### src/rtl/srrw_pkg.sv
// ----------------------------------------------------------------------------
// srrw_pkg: shared types for the selective-repeat receiver window
// Field widths, result kinds, controller states and the command and status
// groups that pass between the controller and the datapath.
// ----------------------------------------------------------------------------
package srrw_pkg;

    localparam int SEQ_W  = 5;
    localparam int PAY_W  = 64;
    localparam int KIND_W = 2;

    localparam logic [KIND_W-1:0] KIND_ACK     = 2'd0;
    localparam logic [KIND_W-1:0] KIND_DELIVER = 2'd1;
    localparam logic [KIND_W-1:0] KIND_NOTED   = 2'd2;

    typedef enum logic [1:0] {
        S_CLEAR,
        S_IDLE,
        S_DECIDE,
        S_RUN
    } t_state;

    // Read address source.
    typedef enum logic {
        RD_SEQ,
        RD_NEXT
    } t_rd_sel;

    // Write address and data source.
    typedef enum logic [1:0] {
        WR_CLEAR,
        WR_STORE,
        WR_RETIRE
    } t_wr_sel;

    // Source of the pending delivery.
    typedef enum logic {
        PEND_INPUT,
        PEND_RDATA
    } t_pend_sel;

    typedef struct packed {
        logic              in_ready;
        logic              in_load;
        logic              rd_en;
        t_rd_sel           rd_sel;
        logic              wr_en;
        t_wr_sel           wr_sel;
        logic              clr_inc;
        logic              base_inc;
        logic              pend_load;
        t_pend_sel         pend_sel;
        logic              out_load;
        logic [KIND_W-1:0] out_kind;
        logic              out_last;
    } t_cmd;

    typedef struct packed {
        logic in_valid;
        logic pkt_ok;
        logic pkt_ack;
        logic slot_filled;
        logic in_window;
        logic behind;
        logic at_base;
        logic clr_last;
        logic out_free;
    } t_sts;

endpackage

### src/rtl/srrw_in_if.sv
// ----------------------------------------------------------------------------
// srrw_in_if: packet input channel
// Valid/ready channel that carries one received packet per item.
// ----------------------------------------------------------------------------
interface srrw_in_if;
    logic                       valid;
    logic                       ready;
    logic [srrw_pkg::SEQ_W-1:0] seq_num;
    logic                       is_ack;
    logic                       checksum_ok;
    logic                       chunk_end;
    logic [srrw_pkg::PAY_W-1:0] payload_word;

    modport source (
        output valid, seq_num, is_ack, checksum_ok, chunk_end, payload_word,
        input  ready
    );
    modport sink (
        input  valid, seq_num, is_ack, checksum_ok, chunk_end, payload_word,
        output ready
    );
endinterface

### src/rtl/srrw_out_if.sv
// ----------------------------------------------------------------------------
// srrw_out_if: result output channel
// Valid/ready channel that carries one ack, delivery or noted result per item.
// ----------------------------------------------------------------------------
interface srrw_out_if;
    logic                        valid;
    logic                        ready;
    logic [srrw_pkg::KIND_W-1:0] kind;
    logic [srrw_pkg::SEQ_W-1:0]  out_seq;
    logic [srrw_pkg::PAY_W-1:0]  out_payload;
    logic                        out_chunk_end;
    logic                        last_of_run;

    modport source (
        output valid, kind, out_seq, out_payload, out_chunk_end, last_of_run,
        input  ready
    );
    modport sink (
        input  valid, kind, out_seq, out_payload, out_chunk_end, last_of_run,
        output ready
    );
endinterface

### src/rtl/srrw_ctrl.sv
// ----------------------------------------------------------------------------
// srrw_ctrl: receiver window controller
// Sequences the clearing pass, packet classification and the delivery run.
// ----------------------------------------------------------------------------
module srrw_ctrl (
    input  logic             i_clk,
    input  logic             i_rst_n,
    input  srrw_pkg::t_sts   i_sts,
    output srrw_pkg::t_cmd   o_cmd
);

    srrw_pkg::t_state r_state;
    srrw_pkg::t_state n_state;

    always_ff @(posedge i_clk) begin
        if (!i_rst_n) begin
            r_state <= srrw_pkg::S_CLEAR;
        end else begin
            r_state <= n_state;
        end
    end

    always_comb begin
        n_state        = r_state;
        o_cmd          = '0;
        o_cmd.rd_sel   = srrw_pkg::RD_SEQ;
        o_cmd.wr_sel   = srrw_pkg::WR_CLEAR;
        o_cmd.pend_sel = srrw_pkg::PEND_INPUT;
        o_cmd.out_kind = srrw_pkg::KIND_ACK;

        case (r_state)
            srrw_pkg::S_CLEAR: begin
                o_cmd.wr_en   = 1'b1;
                o_cmd.wr_sel  = srrw_pkg::WR_CLEAR;
                o_cmd.clr_inc = 1'b1;
                if (i_sts.clr_last) begin
                    n_state = srrw_pkg::S_IDLE;
                end
            end
            srrw_pkg::S_IDLE: begin
                o_cmd.in_ready = 1'b1;
                if (i_sts.in_valid) begin
                    o_cmd.in_load = 1'b1;
                    o_cmd.rd_en   = 1'b1;
                    o_cmd.rd_sel  = srrw_pkg::RD_SEQ;
                    n_state       = srrw_pkg::S_DECIDE;
                end
            end
            srrw_pkg::S_DECIDE: begin
                if (!i_sts.pkt_ok) begin
                    n_state = srrw_pkg::S_IDLE;
                end else if (i_sts.pkt_ack) begin
                    if (i_sts.out_free) begin
                        o_cmd.out_load = 1'b1;
                        o_cmd.out_kind = srrw_pkg::KIND_NOTED;
                        o_cmd.out_last = 1'b1;
                        n_state        = srrw_pkg::S_IDLE;
                    end
                end else if (i_sts.slot_filled || (!i_sts.in_window && i_sts.behind)) begin
                    // Duplicate, or a resend from just behind the window.
                    if (i_sts.out_free) begin
                        o_cmd.out_load = 1'b1;
                        o_cmd.out_last = 1'b1;
                        n_state        = srrw_pkg::S_IDLE;
                    end
                end else if (i_sts.in_window) begin
                    if (i_sts.out_free) begin
                        o_cmd.out_load = 1'b1;
                        if (i_sts.at_base) begin
                            // The packet opens a run: ack it and hold it for delivery.
                            o_cmd.pend_load = 1'b1;
                            o_cmd.pend_sel  = srrw_pkg::PEND_INPUT;
                            o_cmd.base_inc  = 1'b1;
                            o_cmd.rd_en     = 1'b1;
                            o_cmd.rd_sel    = srrw_pkg::RD_NEXT;
                            n_state         = srrw_pkg::S_RUN;
                        end else begin
                            o_cmd.wr_en    = 1'b1;
                            o_cmd.wr_sel   = srrw_pkg::WR_STORE;
                            o_cmd.out_last = 1'b1;
                            n_state        = srrw_pkg::S_IDLE;
                        end
                    end
                end else begin
                    n_state = srrw_pkg::S_IDLE;
                end
            end
            srrw_pkg::S_RUN: begin
                if (i_sts.out_free) begin
                    o_cmd.out_load = 1'b1;
                    o_cmd.out_kind = srrw_pkg::KIND_DELIVER;
                    o_cmd.out_last = !i_sts.slot_filled;
                    if (i_sts.slot_filled) begin
                        o_cmd.pend_load = 1'b1;
                        o_cmd.pend_sel  = srrw_pkg::PEND_RDATA;
                        o_cmd.wr_en     = 1'b1;
                        o_cmd.wr_sel    = srrw_pkg::WR_RETIRE;
                        o_cmd.base_inc  = 1'b1;
                        o_cmd.rd_en     = 1'b1;
                        o_cmd.rd_sel    = srrw_pkg::RD_NEXT;
                    end else begin
                        n_state = srrw_pkg::S_IDLE;
                    end
                end
            end
            default: begin
                n_state = srrw_pkg::S_IDLE;
            end
        endcase
    end

endmodule

### src/rtl/srrw_dp.sv
// ----------------------------------------------------------------------------
// srrw_dp: receiver window datapath
// Packet latch, slot memory, receive base, window compares, pending delivery
// and the output register.
// ----------------------------------------------------------------------------
module srrw_dp #(
    parameter int RING_SIZE    = 32,
    parameter int WINDOW       = 8,
    parameter int PAYLOAD_BITS = 64
) (
    input  logic           i_clk,
    input  logic           i_rst_n,
    srrw_in_if.sink        i_pkt,
    srrw_out_if.source     o_res,
    input  srrw_pkg::t_cmd i_cmd,
    output srrw_pkg::t_sts o_sts
);

    localparam int IW = (RING_SIZE > 1) ? $clog2(RING_SIZE) : 1;
    localparam int OW = (IW > srrw_pkg::SEQ_W) ? IW : srrw_pkg::SEQ_W;
    localparam int MW = PAYLOAD_BITS + 2;
    localparam int BASE_RST = WINDOW % RING_SIZE;

    // Packet latch.
    logic [IW-1:0]           r_seq;
    logic                    r_ack;
    logic                    r_ok;
    logic                    r_end;
    logic [PAYLOAD_BITS-1:0] r_payload;

    // Slot memory: {filled, chunk end, payload}.
    logic [MW-1:0] r_mem [RING_SIZE];
    logic [MW-1:0] r_rd;

    logic [IW-1:0] r_base;
    logic [IW-1:0] r_clr;

    logic [PAYLOAD_BITS-1:0] r_pend_payload;
    logic                    r_pend_end;
    logic [IW-1:0]           r_pend_seq;

    logic                       r_out_valid;
    logic [srrw_pkg::KIND_W-1:0] r_out_kind;
    logic [srrw_pkg::SEQ_W-1:0] r_out_seq;
    logic [srrw_pkg::PAY_W-1:0] r_out_payload;
    logic                       r_out_end;
    logic                       r_out_last;

    logic [srrw_pkg::SEQ_W-1:0] seq_red;
    logic [OW-1:0]              seq_wide;
    logic [IW-1:0]              in_idx;
    logic [IW-1:0]              base_next;
    logic [IW:0]                ahead_sum;
    logic [IW:0]                ahead;
    logic [IW:0]                behind_sum;
    logic [IW:0]                behind;
    logic [IW-1:0]              rd_addr;
    logic [IW-1:0]              wr_addr;
    logic [MW-1:0]              wr_data;
    logic [OW-1:0]              seq_ext;
    logic [OW-1:0]              pend_ext;
    logic                       out_free;

    // Sequence number reduced modulo the ring by repeated subtraction.
    always_comb begin
        seq_red = i_pkt.seq_num;
        for (int k = 0; k < 8; k++) begin
            if (32'(seq_red) >= 32'(RING_SIZE)) begin
                seq_red = seq_red - srrw_pkg::SEQ_W'(RING_SIZE);
            end
        end
        seq_wide = OW'(seq_red);
        in_idx   = seq_wide[IW-1:0];
    end

    assign base_next = (32'(r_base) == RING_SIZE - 1) ? '0 : r_base + 1'b1;

    // Distances ahead of and behind the base, each below the ring size.
    always_comb begin
        ahead_sum  = (IW+1)'(r_seq) + (IW+1)'(RING_SIZE) - (IW+1)'(r_base);
        ahead      = (32'(ahead_sum) >= 32'(RING_SIZE)) ?
                     ahead_sum - (IW+1)'(RING_SIZE) : ahead_sum;
        behind_sum = (IW+1)'(r_base) + (IW+1)'(RING_SIZE - 1) - (IW+1)'(r_seq);
        behind     = (32'(behind_sum) >= 32'(RING_SIZE)) ?
                     behind_sum - (IW+1)'(RING_SIZE) : behind_sum;
    end

    always_comb begin
        rd_addr = (i_cmd.rd_sel == srrw_pkg::RD_NEXT) ? base_next : in_idx;
        case (i_cmd.wr_sel)
            srrw_pkg::WR_STORE: begin
                wr_addr = r_seq;
                wr_data = {1'b1, r_end, r_payload};
            end
            srrw_pkg::WR_RETIRE: begin
                wr_addr = r_base;
                wr_data = '0;
            end
            default: begin
                wr_addr = r_clr;
                wr_data = '0;
            end
        endcase
    end

    always_ff @(posedge i_clk) begin
        if (i_cmd.wr_en) begin
            r_mem[wr_addr] <= wr_data;
        end
        if (i_cmd.rd_en) begin
            r_rd <= r_mem[rd_addr];
        end
    end

    always_ff @(posedge i_clk) begin
        if (i_cmd.in_load) begin
            r_seq     <= in_idx;
            r_ack     <= i_pkt.is_ack;
            r_ok      <= i_pkt.checksum_ok;
            r_end     <= i_pkt.chunk_end;
            r_payload <= i_pkt.payload_word[PAYLOAD_BITS-1:0];
        end
        if (i_cmd.pend_load) begin
            r_pend_seq <= r_base;
            if (i_cmd.pend_sel == srrw_pkg::PEND_RDATA) begin
                r_pend_payload <= r_rd[PAYLOAD_BITS-1:0];
                r_pend_end     <= r_rd[PAYLOAD_BITS];
            end else begin
                r_pend_payload <= r_payload;
                r_pend_end     <= r_end;
            end
        end
    end

    always_ff @(posedge i_clk) begin
        if (!i_rst_n) begin
            r_base <= IW'(BASE_RST);
            r_clr  <= '0;
        end else begin
            if (i_cmd.base_inc) begin
                r_base <= base_next;
            end
            if (i_cmd.clr_inc) begin
                r_clr <= r_clr + 1'b1;
            end
        end
    end

    assign out_free = !r_out_valid || o_res.ready;
    assign seq_ext  = OW'(r_seq);
    assign pend_ext = OW'(r_pend_seq);

    always_ff @(posedge i_clk) begin
        if (!i_rst_n) begin
            r_out_valid <= 1'b0;
        end else if (i_cmd.out_load) begin
            r_out_valid <= 1'b1;
        end else if (o_res.ready) begin
            r_out_valid <= 1'b0;
        end
    end

    always_ff @(posedge i_clk) begin
        if (i_cmd.out_load) begin
            r_out_kind <= i_cmd.out_kind;
            r_out_last <= i_cmd.out_last;
            if (i_cmd.out_kind == srrw_pkg::KIND_DELIVER) begin
                r_out_seq     <= pend_ext[srrw_pkg::SEQ_W-1:0];
                r_out_payload <= srrw_pkg::PAY_W'(r_pend_payload);
                r_out_end     <= r_pend_end;
            end else begin
                r_out_seq     <= seq_ext[srrw_pkg::SEQ_W-1:0];
                r_out_payload <= '0;
                r_out_end     <= 1'b0;
            end
        end
    end

    assign i_pkt.ready         = i_cmd.in_ready;
    assign o_res.valid         = r_out_valid;
    assign o_res.kind          = r_out_kind;
    assign o_res.out_seq       = r_out_seq;
    assign o_res.out_payload   = r_out_payload;
    assign o_res.out_chunk_end = r_out_end;
    assign o_res.last_of_run   = r_out_last;

    assign o_sts.in_valid    = i_pkt.valid;
    assign o_sts.pkt_ok      = r_ok;
    assign o_sts.pkt_ack     = r_ack;
    assign o_sts.slot_filled = r_rd[MW-1];
    assign o_sts.in_window   = 32'(ahead) < WINDOW;
    assign o_sts.behind      = 32'(behind) < WINDOW;
    assign o_sts.at_base     = (r_seq == r_base);
    assign o_sts.clr_last    = (32'(r_clr) == RING_SIZE - 1);
    assign o_sts.out_free    = out_free;

endmodule

### src/rtl/selective_repeat_receiver_window_unit.sv
// ----------------------------------------------------------------------------
// selective_repeat_receiver_window_unit: selective-repeat receiver window
// Classifies arriving packets, buffers out-of-order data in a slot ring and
// delivers the in-order run that starts at the receive base.
// ----------------------------------------------------------------------------
//
//  channel  | direction | item
//  ---------+-----------+---------------------------------------------------
//  i_pkt    | in        | one packet: seq_num, is_ack, checksum_ok,
//           |           | chunk_end, payload_word
//  o_res    | out       | one result: kind, out_seq, out_payload,
//           |           | out_chunk_end, last_of_run
//
// A packet is accepted and its slot read in the idle state, then classified in the decide
// state, which loads its ack or noted result if it has one. Each delivered payload takes its
// own step in the run state, as the single read port of the slot memory looks one slot ahead
// to learn whether the run goes on. After reset a clearing pass empties every slot of the
// slot memory before the first item is accepted. A stalled output holds the controller; one
// finished result may wait in the output register while the next item is accepted.
//
module selective_repeat_receiver_window_unit #(
    parameter int RING_SIZE    = 32,
    parameter int WINDOW       = 8,
    parameter int PAYLOAD_BITS = 64
) (
    input  logic       i_clk,
    input  logic       i_rst_n,
    srrw_in_if.sink    i_pkt,
    srrw_out_if.source o_res
);

    // The controller sees only status flags; the datapath holds every value.
    srrw_pkg::t_cmd cmd;
    srrw_pkg::t_sts sts;

    srrw_ctrl u_ctrl (
        .i_clk   (i_clk),
        .i_rst_n (i_rst_n),
        .i_sts   (sts),
        .o_cmd   (cmd)
    );

    // The datapath owns the slot memory, the receive base and the output
    // register; a packet at the base is delivered without being stored.
    srrw_dp #(
        .RING_SIZE    (RING_SIZE),
        .WINDOW       (WINDOW),
        .PAYLOAD_BITS (PAYLOAD_BITS)
    ) u_dp (
        .i_clk   (i_clk),
        .i_rst_n (i_rst_n),
        .i_pkt   (i_pkt),
        .o_res   (o_res),
        .i_cmd   (cmd),
        .o_sts   (sts)
    );

endmodule
### src/flat_wrapper.sv
// flat-port wrapper written by rule: the top's interface ports become plain ports
module selective_repeat_receiver_window_unit_flat 
#(
    parameter int RING_SIZE    = 32,
    parameter int WINDOW       = 8,
    parameter int PAYLOAD_BITS = 64
)
  (i_clk, i_rst_n, i_pkt_valid, i_pkt_seq_num, i_pkt_is_ack, i_pkt_checksum_ok, i_pkt_chunk_end, i_pkt_payload_word, i_pkt_ready, o_res_valid, o_res_kind, o_res_out_seq, o_res_out_payload, o_res_out_chunk_end, o_res_last_of_run, o_res_ready);
  srrw_in_if i_pkt_i ();
  srrw_out_if o_res_i ();
  input  logic i_clk;
  input  logic i_rst_n;
  input wire logic [$bits(i_pkt_i.valid)-1:0] i_pkt_valid;
  input wire logic [$bits(i_pkt_i.seq_num)-1:0] i_pkt_seq_num;
  input wire logic [$bits(i_pkt_i.is_ack)-1:0] i_pkt_is_ack;
  input wire logic [$bits(i_pkt_i.checksum_ok)-1:0] i_pkt_checksum_ok;
  input wire logic [$bits(i_pkt_i.chunk_end)-1:0] i_pkt_chunk_end;
  input wire logic [$bits(i_pkt_i.payload_word)-1:0] i_pkt_payload_word;
  output wire logic [$bits(i_pkt_i.ready)-1:0] i_pkt_ready;
  output wire logic [$bits(o_res_i.valid)-1:0] o_res_valid;
  output wire logic [$bits(o_res_i.kind)-1:0] o_res_kind;
  output wire logic [$bits(o_res_i.out_seq)-1:0] o_res_out_seq;
  output wire logic [$bits(o_res_i.out_payload)-1:0] o_res_out_payload;
  output wire logic [$bits(o_res_i.out_chunk_end)-1:0] o_res_out_chunk_end;
  output wire logic [$bits(o_res_i.last_of_run)-1:0] o_res_last_of_run;
  input wire logic [$bits(o_res_i.ready)-1:0] o_res_ready;
  assign i_pkt_i.valid = i_pkt_valid;
  assign i_pkt_i.seq_num = i_pkt_seq_num;
  assign i_pkt_i.is_ack = i_pkt_is_ack;
  assign i_pkt_i.checksum_ok = i_pkt_checksum_ok;
  assign i_pkt_i.chunk_end = i_pkt_chunk_end;
  assign i_pkt_i.payload_word = i_pkt_payload_word;
  assign i_pkt_ready = i_pkt_i.ready;
  assign o_res_valid = o_res_i.valid;
  assign o_res_kind = o_res_i.kind;
  assign o_res_out_seq = o_res_i.out_seq;
  assign o_res_out_payload = o_res_i.out_payload;
  assign o_res_out_chunk_end = o_res_i.out_chunk_end;
  assign o_res_last_of_run = o_res_i.last_of_run;
  assign o_res_i.ready = o_res_ready;
  selective_repeat_receiver_window_unit #(.RING_SIZE(RING_SIZE), .WINDOW(WINDOW), .PAYLOAD_BITS(PAYLOAD_BITS)) u_core (.i_clk(i_clk), .i_rst_n(i_rst_n), .i_pkt(i_pkt_i), .o_res(o_res_i));
endmodule
### config.mk
export PLATFORM = sky130hd
export DESIGN_NAME = selective_repeat_receiver_window_unit_flat
export DESIGN_NICKNAME = d
export VERILOG_FILES = /design/src/rtl/srrw_pkg.sv /design/src/rtl/srrw_in_if.sv /design/src/rtl/srrw_out_if.sv /design/src/rtl/srrw_ctrl.sv /design/src/rtl/srrw_dp.sv /design/src/rtl/selective_repeat_receiver_window_unit.sv /design/src/flat_wrapper.sv
export SDC_FILE = /design/constraint.sdc
export NUM_CORES = 2
export LEC_CHECK = 0
export ABC_AREA = 1
export BUFFER_PORTS_ARGS = -buffer_cell sky130_fd_sc_hd__buf_2
export CAP_MARGIN = 20
export CORE_ASPECT_RATIO = 0.6
export CORE_MARGIN = 10
export CORE_UTILIZATION = 40
export DETAILED_ROUTE_END_ITERATION = 10
export GPL_TIMING_DRIVEN = 0
export SYNTH_ARGS = -nofsm -noshare
export SYNTH_HDL_FRONTEND = slang
export SYNTH_SLANG_ARGS = --single-unit
### constraint.sdc
create_clock -name i_clk -period 7.6 [get_ports i_clk]
set_input_delay 0.76 -clock i_clk [delete_from_list [all_inputs] [get_ports i_clk]]
set_output_delay 0.76 -clock i_clk [all_outputs]
set_load 0.005 [all_outputs]
Yosys cells after proc, flatten, opt, wreduce, memory -nomap -nowiden
Memory sizes are Yosys's and may differ from the RTL's. A register that Yosys moved wholly into a read port is not among the register bits.
Cells that the tools add are included.
{"block": "word_totals", "reg_bits": 228, "ramBits": 2112, "input_bits": 76, "out_inout_bits": 75, "wordCells": 111, "mem_count": 1}
{"block": "op_classes", "add_sub_neg": 8, "order_cmp": 4, "eq_ne": 14, "mux": 58, "reduce_logical": 9}
{"name": "u_core.u_dp.r_mem", "depth": 32, "width": 66, "read_ports": 1, "rd_clocked_by_memory_dff": 1, "write_ports": 1, "line": "srrw_dp.sv:32", "source": "logic [MW-1:0] r_mem [RING_SIZE];"}
{"op": "$mux 66", "n": 1}
{"op": "$mux 64", "n": 1}
{"op": "$mux 5", "n": 10}
{"op": "$mux 2", "n": 14}
{"op": "$mux 3", "n": 6}
{"op": "$mux 1", "n": 14}
{"op": "$mux 7", "n": 2}
{"op": "$pmux 7 s2", "n": 1}
{"op": "$ge 6x6->1 const B", "n": 2}
{"op": "$lt 6x4->1 const B", "n": 2}
{"op": "$mux 4", "n": 3}
{"op": "$mux 6", "n": 2}
{"op": "$sub 6x5->6", "n": 2}
{"op": "$sub 6x6->6 const B", "n": 2}
{"op": "$add 5x1->5 const B", "n": 2}
{"op": "$eq 5x5->1 const B", "n": 2}
{"op": "$pmux 5 s2", "n": 1}
{"op": "$pmux 3 s3", "n": 1}
{"op": "$pmux 2 s4", "n": 1}
{"op": "$add 5x5->6 const B", "n": 1}
{"op": "$add 5x6->6 const B", "n": 1}
{"op": "$eq 2x1->1 const B", "n": 3}
{"op": "$eq 2x2->1 const B", "n": 3}
{"op": "$ne 2x2->1 const B", "n": 3}
{"op": "10 further kinds", "n": 13}

Longest topological paths before layout
{"block": "depth", "word_depth": 14, "depth_mapped": 25, "ltp_nobuf": 25}

By module
A second synthesis with hierarchy kept.
{"block": "unflattened", "cells_unflattened": 7959, "hier_area_um2": 97601.1}
{"module": "srrw_dp", "instances": 1, "cells_each": 7882, "area_each_um2": 97154.4, "seq_area_each_um2": 72079.1}
{"module": "srrw_ctrl", "instances": 1, "cells_each": 77, "area_each_um2": 446.7, "seq_area_each_um2": 40.0}

Least setup slack after synthesis
Ideal clock, no wire load.
{"block": "synth_path", "kind": "input -> register", "from": "input o_res_ready", "to": "memory u_core.u_dp.r_mem[11][0] (netlist bit), enable pin", "setup_time_ns": 0.491, "t_arrival_ns": 5.931, "required_time_ns": 7.109, "slack_ns": 1.178, "stages": 17, "n_path_buf": 1, "cell_sequence": "nor2_1 -> inv_1 -> nand2_1 -> nor2_1 -> inv_1 -> clkbuf_1 -> nor2_1 -> inv_1 -> ha_1 -> inv_1 -> o22ai_1 -> nand2_1 -> o21ai_0 -> inv_1 -> nor2_1 -> nand2_1 -> nor2_1"}
{"block": "synth_between", "elab_chain_len": 9, "word_cells_on_any_way": 13, "cone_classes": "eq/ne (2); mux (10); reduce/logical (1)"}
{"element": "from (decl)", "line": "flat_wrapper.sv:26", "source": "input wire logic [$bits(o_res_i.ready)-1:0] o_res_ready;"}
{"element": "$logic_or 1x1->1 *", "line": "srrw_dp.sv:149", "source": "assign out_free = !r_out_valid || o_res.ready;"}
{"element": "$mux 5", "line": "srrw_ctrl.sv:67", "source": "if (i_sts.out_free) begin"}
{"element": "$mux 5", "line": "srrw_ctrl.sv:66", "source": "end else if (i_sts.in_window) begin"}
{"element": "$mux 5", "line": "srrw_ctrl.sv:59", "source": "end else if (i_sts.slot_filled || (!i_sts.in_window && i_sts.behind)) begin"}
{"element": "$mux 5", "line": "srrw_ctrl.sv:52", "source": "end else if (i_sts.pkt_ack) begin"}
{"element": "$mux 5", "line": "srrw_ctrl.sv:50", "source": "if (!i_sts.pkt_ok) begin"}
{"element": "$pmux 3 s3 *", "line": "srrw_ctrl.sv:31", "source": "case (r_state)"}
{"element": "$eq 2x2->1 (tied with other cells)", "line": "srrw_dp.sv:90", "source": "case (i_cmd.wr_sel)"}
{"element": "$pmux 5 s2 or $mux 1 (tied branches)", "line": "srrw_dp.sv:90, srrw_dp.sv:108"}
{"element": "to (decl)", "line": "srrw_dp.sv:32"}
Mark *: on every way between the ends. The rest lies on a longest branch, timed or not.

Final worst setup path
{"block": "layout_path", "from": "register u_core.u_dp.r_base[2]", "to": "memory u_core.u_dp.r_mem[10][31] (netlist bit), enable pin"}
{"block": "layout_between", "elab_chain_len": 13, "word_cells_on_any_way": 27, "cone_classes": "add/sub (5); order compare (4); eq/ne (3); mux (12); reduce/logical (3)"}
{"element": "from (decl)", "line": "srrw_dp.sv:35", "source": "logic [IW-1:0] r_base;"}
{"element": "from (signal assigned)", "line": "srrw_dp.sv:137", "source": "r_base <= IW'(BASE_RST);"}
{"element": "from (signal assigned)", "line": "srrw_dp.sv:141", "source": "r_base <= base_next;"}
{"element": "$add 5x5->6 or $sub 6x5->6 (tied branches)", "line": "srrw_dp.sv:83, srrw_dp.sv:80"}
{"element": "$sub 6x5->6 (tied with other cells)", "line": "srrw_dp.sv:83", "source": "behind_sum = (IW+1)'(r_base) + (IW+1)'(RING_SIZE - 1) - (IW+1)'(r_seq);"}
{"element": "$sub 6x6->6 (tied with other cells)", "line": "srrw_dp.sv:85", "source": "behind_sum - (IW+1)'(RING_SIZE) : behind_sum;"}
{"element": "$mux 6 or $lt 6x4->1 (tied branches)", "line": "srrw_dp.sv:84, srrw_dp.sv:191"}
{"element": "$lt 6x4->1 or $logic_not 1->1 (tied branches)", "line": "srrw_dp.sv:192, srrw_ctrl.sv:59"}
{"element": "$logic_and 1x1->1", "line": "srrw_ctrl.sv:59"}
{"element": "$logic_or 1x1->1", "line": "srrw_ctrl.sv:59"}
{"element": "$mux 5", "line": "srrw_ctrl.sv:59"}
{"element": "$mux 5", "line": "srrw_ctrl.sv:52"}
{"element": "$mux 5", "line": "srrw_ctrl.sv:50"}
{"element": "$pmux 3 s3", "line": "srrw_ctrl.sv:31"}
{"element": "$eq 2x2->1 (tied with other cells)", "line": "srrw_dp.sv:90"}
{"element": "$pmux 5 s2 or $mux 1 (tied branches)", "line": "srrw_dp.sv:90, srrw_dp.sv:108"}
Several ways; a longest one is shown, not always the timed one.

==> flow_metrics.env <==
export IMPL_seq_area_frac_synth=0.7434
export IMPL_stdcell_count=12060
export IMPL_fillers=21290
export IMPL_cp_endpoint="u_core.u_dp.r_mem[10][31]"
export IMPL_grt_pass1_wl_um=511200
export IMPL_syn2layout_area_growth_pct=15.97
export IMPL_final_common_cell="edfxtp_1"
export IMPL_ir_worst_vdd_uv=170.7
export IMPL_finalNetCount=8720
export IMPL_hold_violations=0
export IMPL_final_max_slew_viol_count=0
export IMPL_worstPathArrival_ns=7.02
export IMPL_drt_pass1_iterations=7
export IMPL_ys_ff_latch=2406
export IMPL_internal_power_mw=22.30
export IMPL_fin_setup_tns_ns=0
export IMPL_cts_hold_buf=0
export IMPL_p_clk_frac=0.348
export IMPL_crit_chain="ha_1, or2_1, nand3_1, nand2_1, inv_2, nand2_2, nand2_1, nand3_1, nor2_1, inv_1, nor2_1, ha_2, inv_1, o22ai_1, nand2_1, o21ai_0, nand3_1, nor2_4, buf_16, buf_12, buf_12, buf_16"
export IMPL_ys_flop_type="edfxtp_1"
export IMPL_num_vias=70710
export IMPL_r2r_start="u_core.u_dp.r_base[2]"
export IMPL_cellPowerDensity_nw_per_um2=276.3
export IMPL_core_um2=240200
export IMPL_cts_setup_buffers=0
export IMPL_rsz0062_at_grt="no"
export IMPL_ys_warn_count=0
export IMPL_wl_per_cell_um=31.46
export IMPL_whs_ns=0.03896
export IMPL_required_ns=8.17
export IMPL_syn_inst=8075
export IMPL_slew_headroom=0.1423
export IMPL_combinationalPowerShare=0.147
export IMPL_worstSetupPathType="reg -> reg"
export IMPL_cts_made_buffers=220
export IMPL_grt_usage=0.2748
export IMPL_io_pin_count=151
export IMPL_static_leakage_power_nw=42.89
export IMPL_synth_edf_count=2393
export IMPL_critPathLaunchType="flip-flop"
export IMPL_numPlacedInstances=11610
export IMPL_fin_crit_sh=0.8493
export IMPL_fin_worst_skew_ns=0.05151
export IMPL_drive_gt1_frac=0.1067
export IMPL_max_freq_mhz=154.9
export IMPL_cts_root_buffer="clkbuf_16"
export IMPL_drv_cap=0
export IMPL_viasPerCell=5.865
export IMPL_place_congestion=0.9327
export IMPL_cts_tree="built"
export IMPL_regToRegSetupSlack_ns=1.15
export IMPL_status="completed"
export IMPL_fin_total_pwr_mw=31.08
export IMPL_worst_setup_path_end_kind="flip-flop"
export IMPL_rr_endpoint="u_core.u_dp.r_mem[10][31]"
export IMPL_grt_max_degree=80
export IMPL_switching_share=0.2827
export IMPL_ant_nets=0
export IMPL_hold_class="in -> reg"
export IMPL_die_area_um2=263300
export IMPL_worstRegToRegCells=22
export IMPL_p_seq_frac=0.505
export IMPL_drt_iter0_drc=14750
export IMPL_synth_avg_cell_area_um2=12.01
export IMPL_crit_path_max_fanout=35
export IMPL_postCtsResizedCells=0
export IMPL_layout_setup_ws_ns=1.145
export IMPL_fp_dieW_um=655.8
export IMPL_async_flop_share=0
export IMPL_final_cell_mix="2393 x edfxtp_1, 2325 x nand2_1, 2173 x nand3_1, 443 x inv_1, 342 x buf_2"
export IMPL_dpl_hpwl_um=264700
export IMPL_clockBufferDepth=4
export IMPL_overflow=0
export IMPL_tightest_slew_ns=1.287
export IMPL_syn_nets=8171
export IMPL_max_stage_delay_ns=0.87
export IMPL_timing_critical_path_from="u_core.u_dp.r_base[2]"
export IMPL_initial_core_util=0.4039
export IMPL_die_h_um=401.5
export IMPL_cts_sinks=2406
export IMPL_mappedNetlistArea_um2=97010
export IMPL_htreeDepth=4
export IMPL_clk_latency_ns=0.91
export IMPL_finalCriticalPeriod_ns=6.455
export IMPL_power_switching_mw=8.786
export IMPL_path_clk_slew_ns=0.06
export IMPL_dp_slack_ns=1.138
export IMPL_synth_cell_types=33
export IMPL_drt_wl_total_um=379300
export IMPL_drc=0
export IMPL_rows=139
export IMPL_antenna_found_initial=28
export IMPL_port_buffers=150
export IMPL_crit_slowest_cell="ha_2"
export IMPL_setup_viol=0
export IMPL_grt_pass1_vias=63680
how the worst min path moves through the flow:
| stage | from | to | slack (ns) | depth (start not counted) |
|---|---|---|---|---|
| 2_1_floorplan | u_core.u_dp.r_base[3] | u_core.u_dp.pend_ext[3] | 0.43 | 0 |
| 3_3_place_gp | u_core.u_dp.r_base[3] | u_core.u_dp.pend_ext[3] | 0.47 | 0 |
| 3_5_place_dp | u_core.u_dp.r_base[3] | u_core.u_dp.pend_ext[3] | 0.47 | 0 |
| 4_1_cts | i_pkt_payload_word[34] | u_core.u_dp.r_payload[34] | 0.008 | 1 |
| 5_1_grt | i_pkt_payload_word[34] | u_core.u_dp.r_payload[34] | 0.02 | 1 |
| 6_report | i_pkt_payload_word[44] | u_core.u_dp.r_payload[44] | 0.04 | 1 |
per-stage QoR:
stage | area, um^2 | util
after floorplan | 97010 | -
after global placement | 101800 | 0.4239
after detailed placement | 105100 | 0.4377
after CTS | 111700 | 0.4652
after global routing | 112500 | 0.4683
final | 112500 | 0.4684
critical path: cells and delay by family, from the launching register on:
kind,cells,cell delay (ns)
adder cells (fa/ha/maj),2,1.20
buffers and inverters,7,1.32
AO/OA/AOI/OAI,2,0.40
AND/OR/NAND/NOR,11,2.66
flip-flops,1,0.49
synth_stat cells, types with 3 or more instances:
| library cell | number | share of area |
|---|---|---|
| inv_2 | 4 | 0.00015 |
| buf_4 | 64 | 0.0050 |
| edfxtp_1 | 2393 | 0.74 |
| buf_6 | 7 | 0.00081 |
| o21ai_1 | 3 | 0.00015 |
| nand2_1 | 2325 | 0.090 |
| clkbuf_1 | 147 | 0.0057 |
| nor3_1 | 5 | 0.00026 |
| o21ai_0 | 20 | 0.0010 |
| a21oi_1 | 18 | 0.00093 |
| buf_2 | 191 | 0.0099 |
| ha_1 | 20 | 0.0026 |
| nor2_1 | 126 | 0.0049 |
| dfxtp_1 | 13 | 0.0027 |
| nand3_1 | 2173 | 0.11 |
| nand2_2 | 6 | 0.00039 |
| o22ai_1 | 5 | 0.00032 |
| buf_1 | 89 | 0.0034 |
| inv_1 | 446 | 0.017 |
power groups by stage:
stage / clock network (mW) / logic [mW] / registers (mW)
2_1_floorplan: 0 / 1.94 / 16.0
3_3_place_gp: 0 / 3.74 / 16.2
5_1_grt: 11.3 / 4.69 / 15.8
6_report: 10.8 / 4.57 / 15.7
4_1_cts: 10.7 / 4.35 / 15.7
3_5_place_dp: 0 / 4.34 / 16.0
layout make-up:
type / instances / area (um^2) / share of cell area
tap: 3243 / 4058 / 0.03607
timing repair buffer: 327 / 4497 / 0.03997
inverter: 451 / 1695 / 0.01507
sequential: 2406 / 72120 / 0.6410
buffer: 498 / 2411 / 0.02143
clock buffer: 275 / 5797 / 0.05153
clock inverter: 114 / 808.3 / 0.007184
multi-input combinational: 4720 / 21060 / 0.1872
antenna: 22 / 55.05 / 0.0004893
state kept, by name, indices dropped and copies added (netlist names):
name,count
u_core.u_dp.o_res.last_of_run,1
u_core.u_dp.r_seq,5
u_core.u_dp.o_res.out_payload,64
u_core.u_dp.o_res.kind,2
u_core.u_dp.r_ok,1
u_core.u_dp.r_clr,5
u_core.u_dp.o_res.valid,1
u_core.u_dp.r_pend_payload,64
u_core.u_dp.r_rd,66
u_core.u_dp.r_ack,1
u_core.u_dp.r_mem,2112
u_core.u_dp.r_end,1
u_core.u_dp.o_res.out_seq,5
u_core.u_dp.r_pend_end,1
u_core.u_dp.o_res.out_chunk_end,1
u_core.u_dp.pend_ext,5
u_core.u_dp.r_base,5
u_core.u_dp.r_payload,64
u_core.u_ctrl.r_state,2
cells by family (layout without fill, tap and decap cells):
logic type      after synthesis  count (layout)  synth area share
simple gates               4645            4645            0.2085
flops                      2406            2406            0.7434
buf+inv                     949            1665           0.04220
compound gates               55              55          0.003276
fa+ha+maj                    20              20          0.002580
other cells                   0              22                 0
metal layers:
metal  up-vias  global-route usage  share of wire
met5         -            0.007390        0.00088
met4        10             0.08524          0.036
met3       738              0.1445           0.20
met2      6100              0.3479           0.37
met1     34460              0.3980           0.39
li1      29410                   -              -
Power figures use the tool's default switching activity.
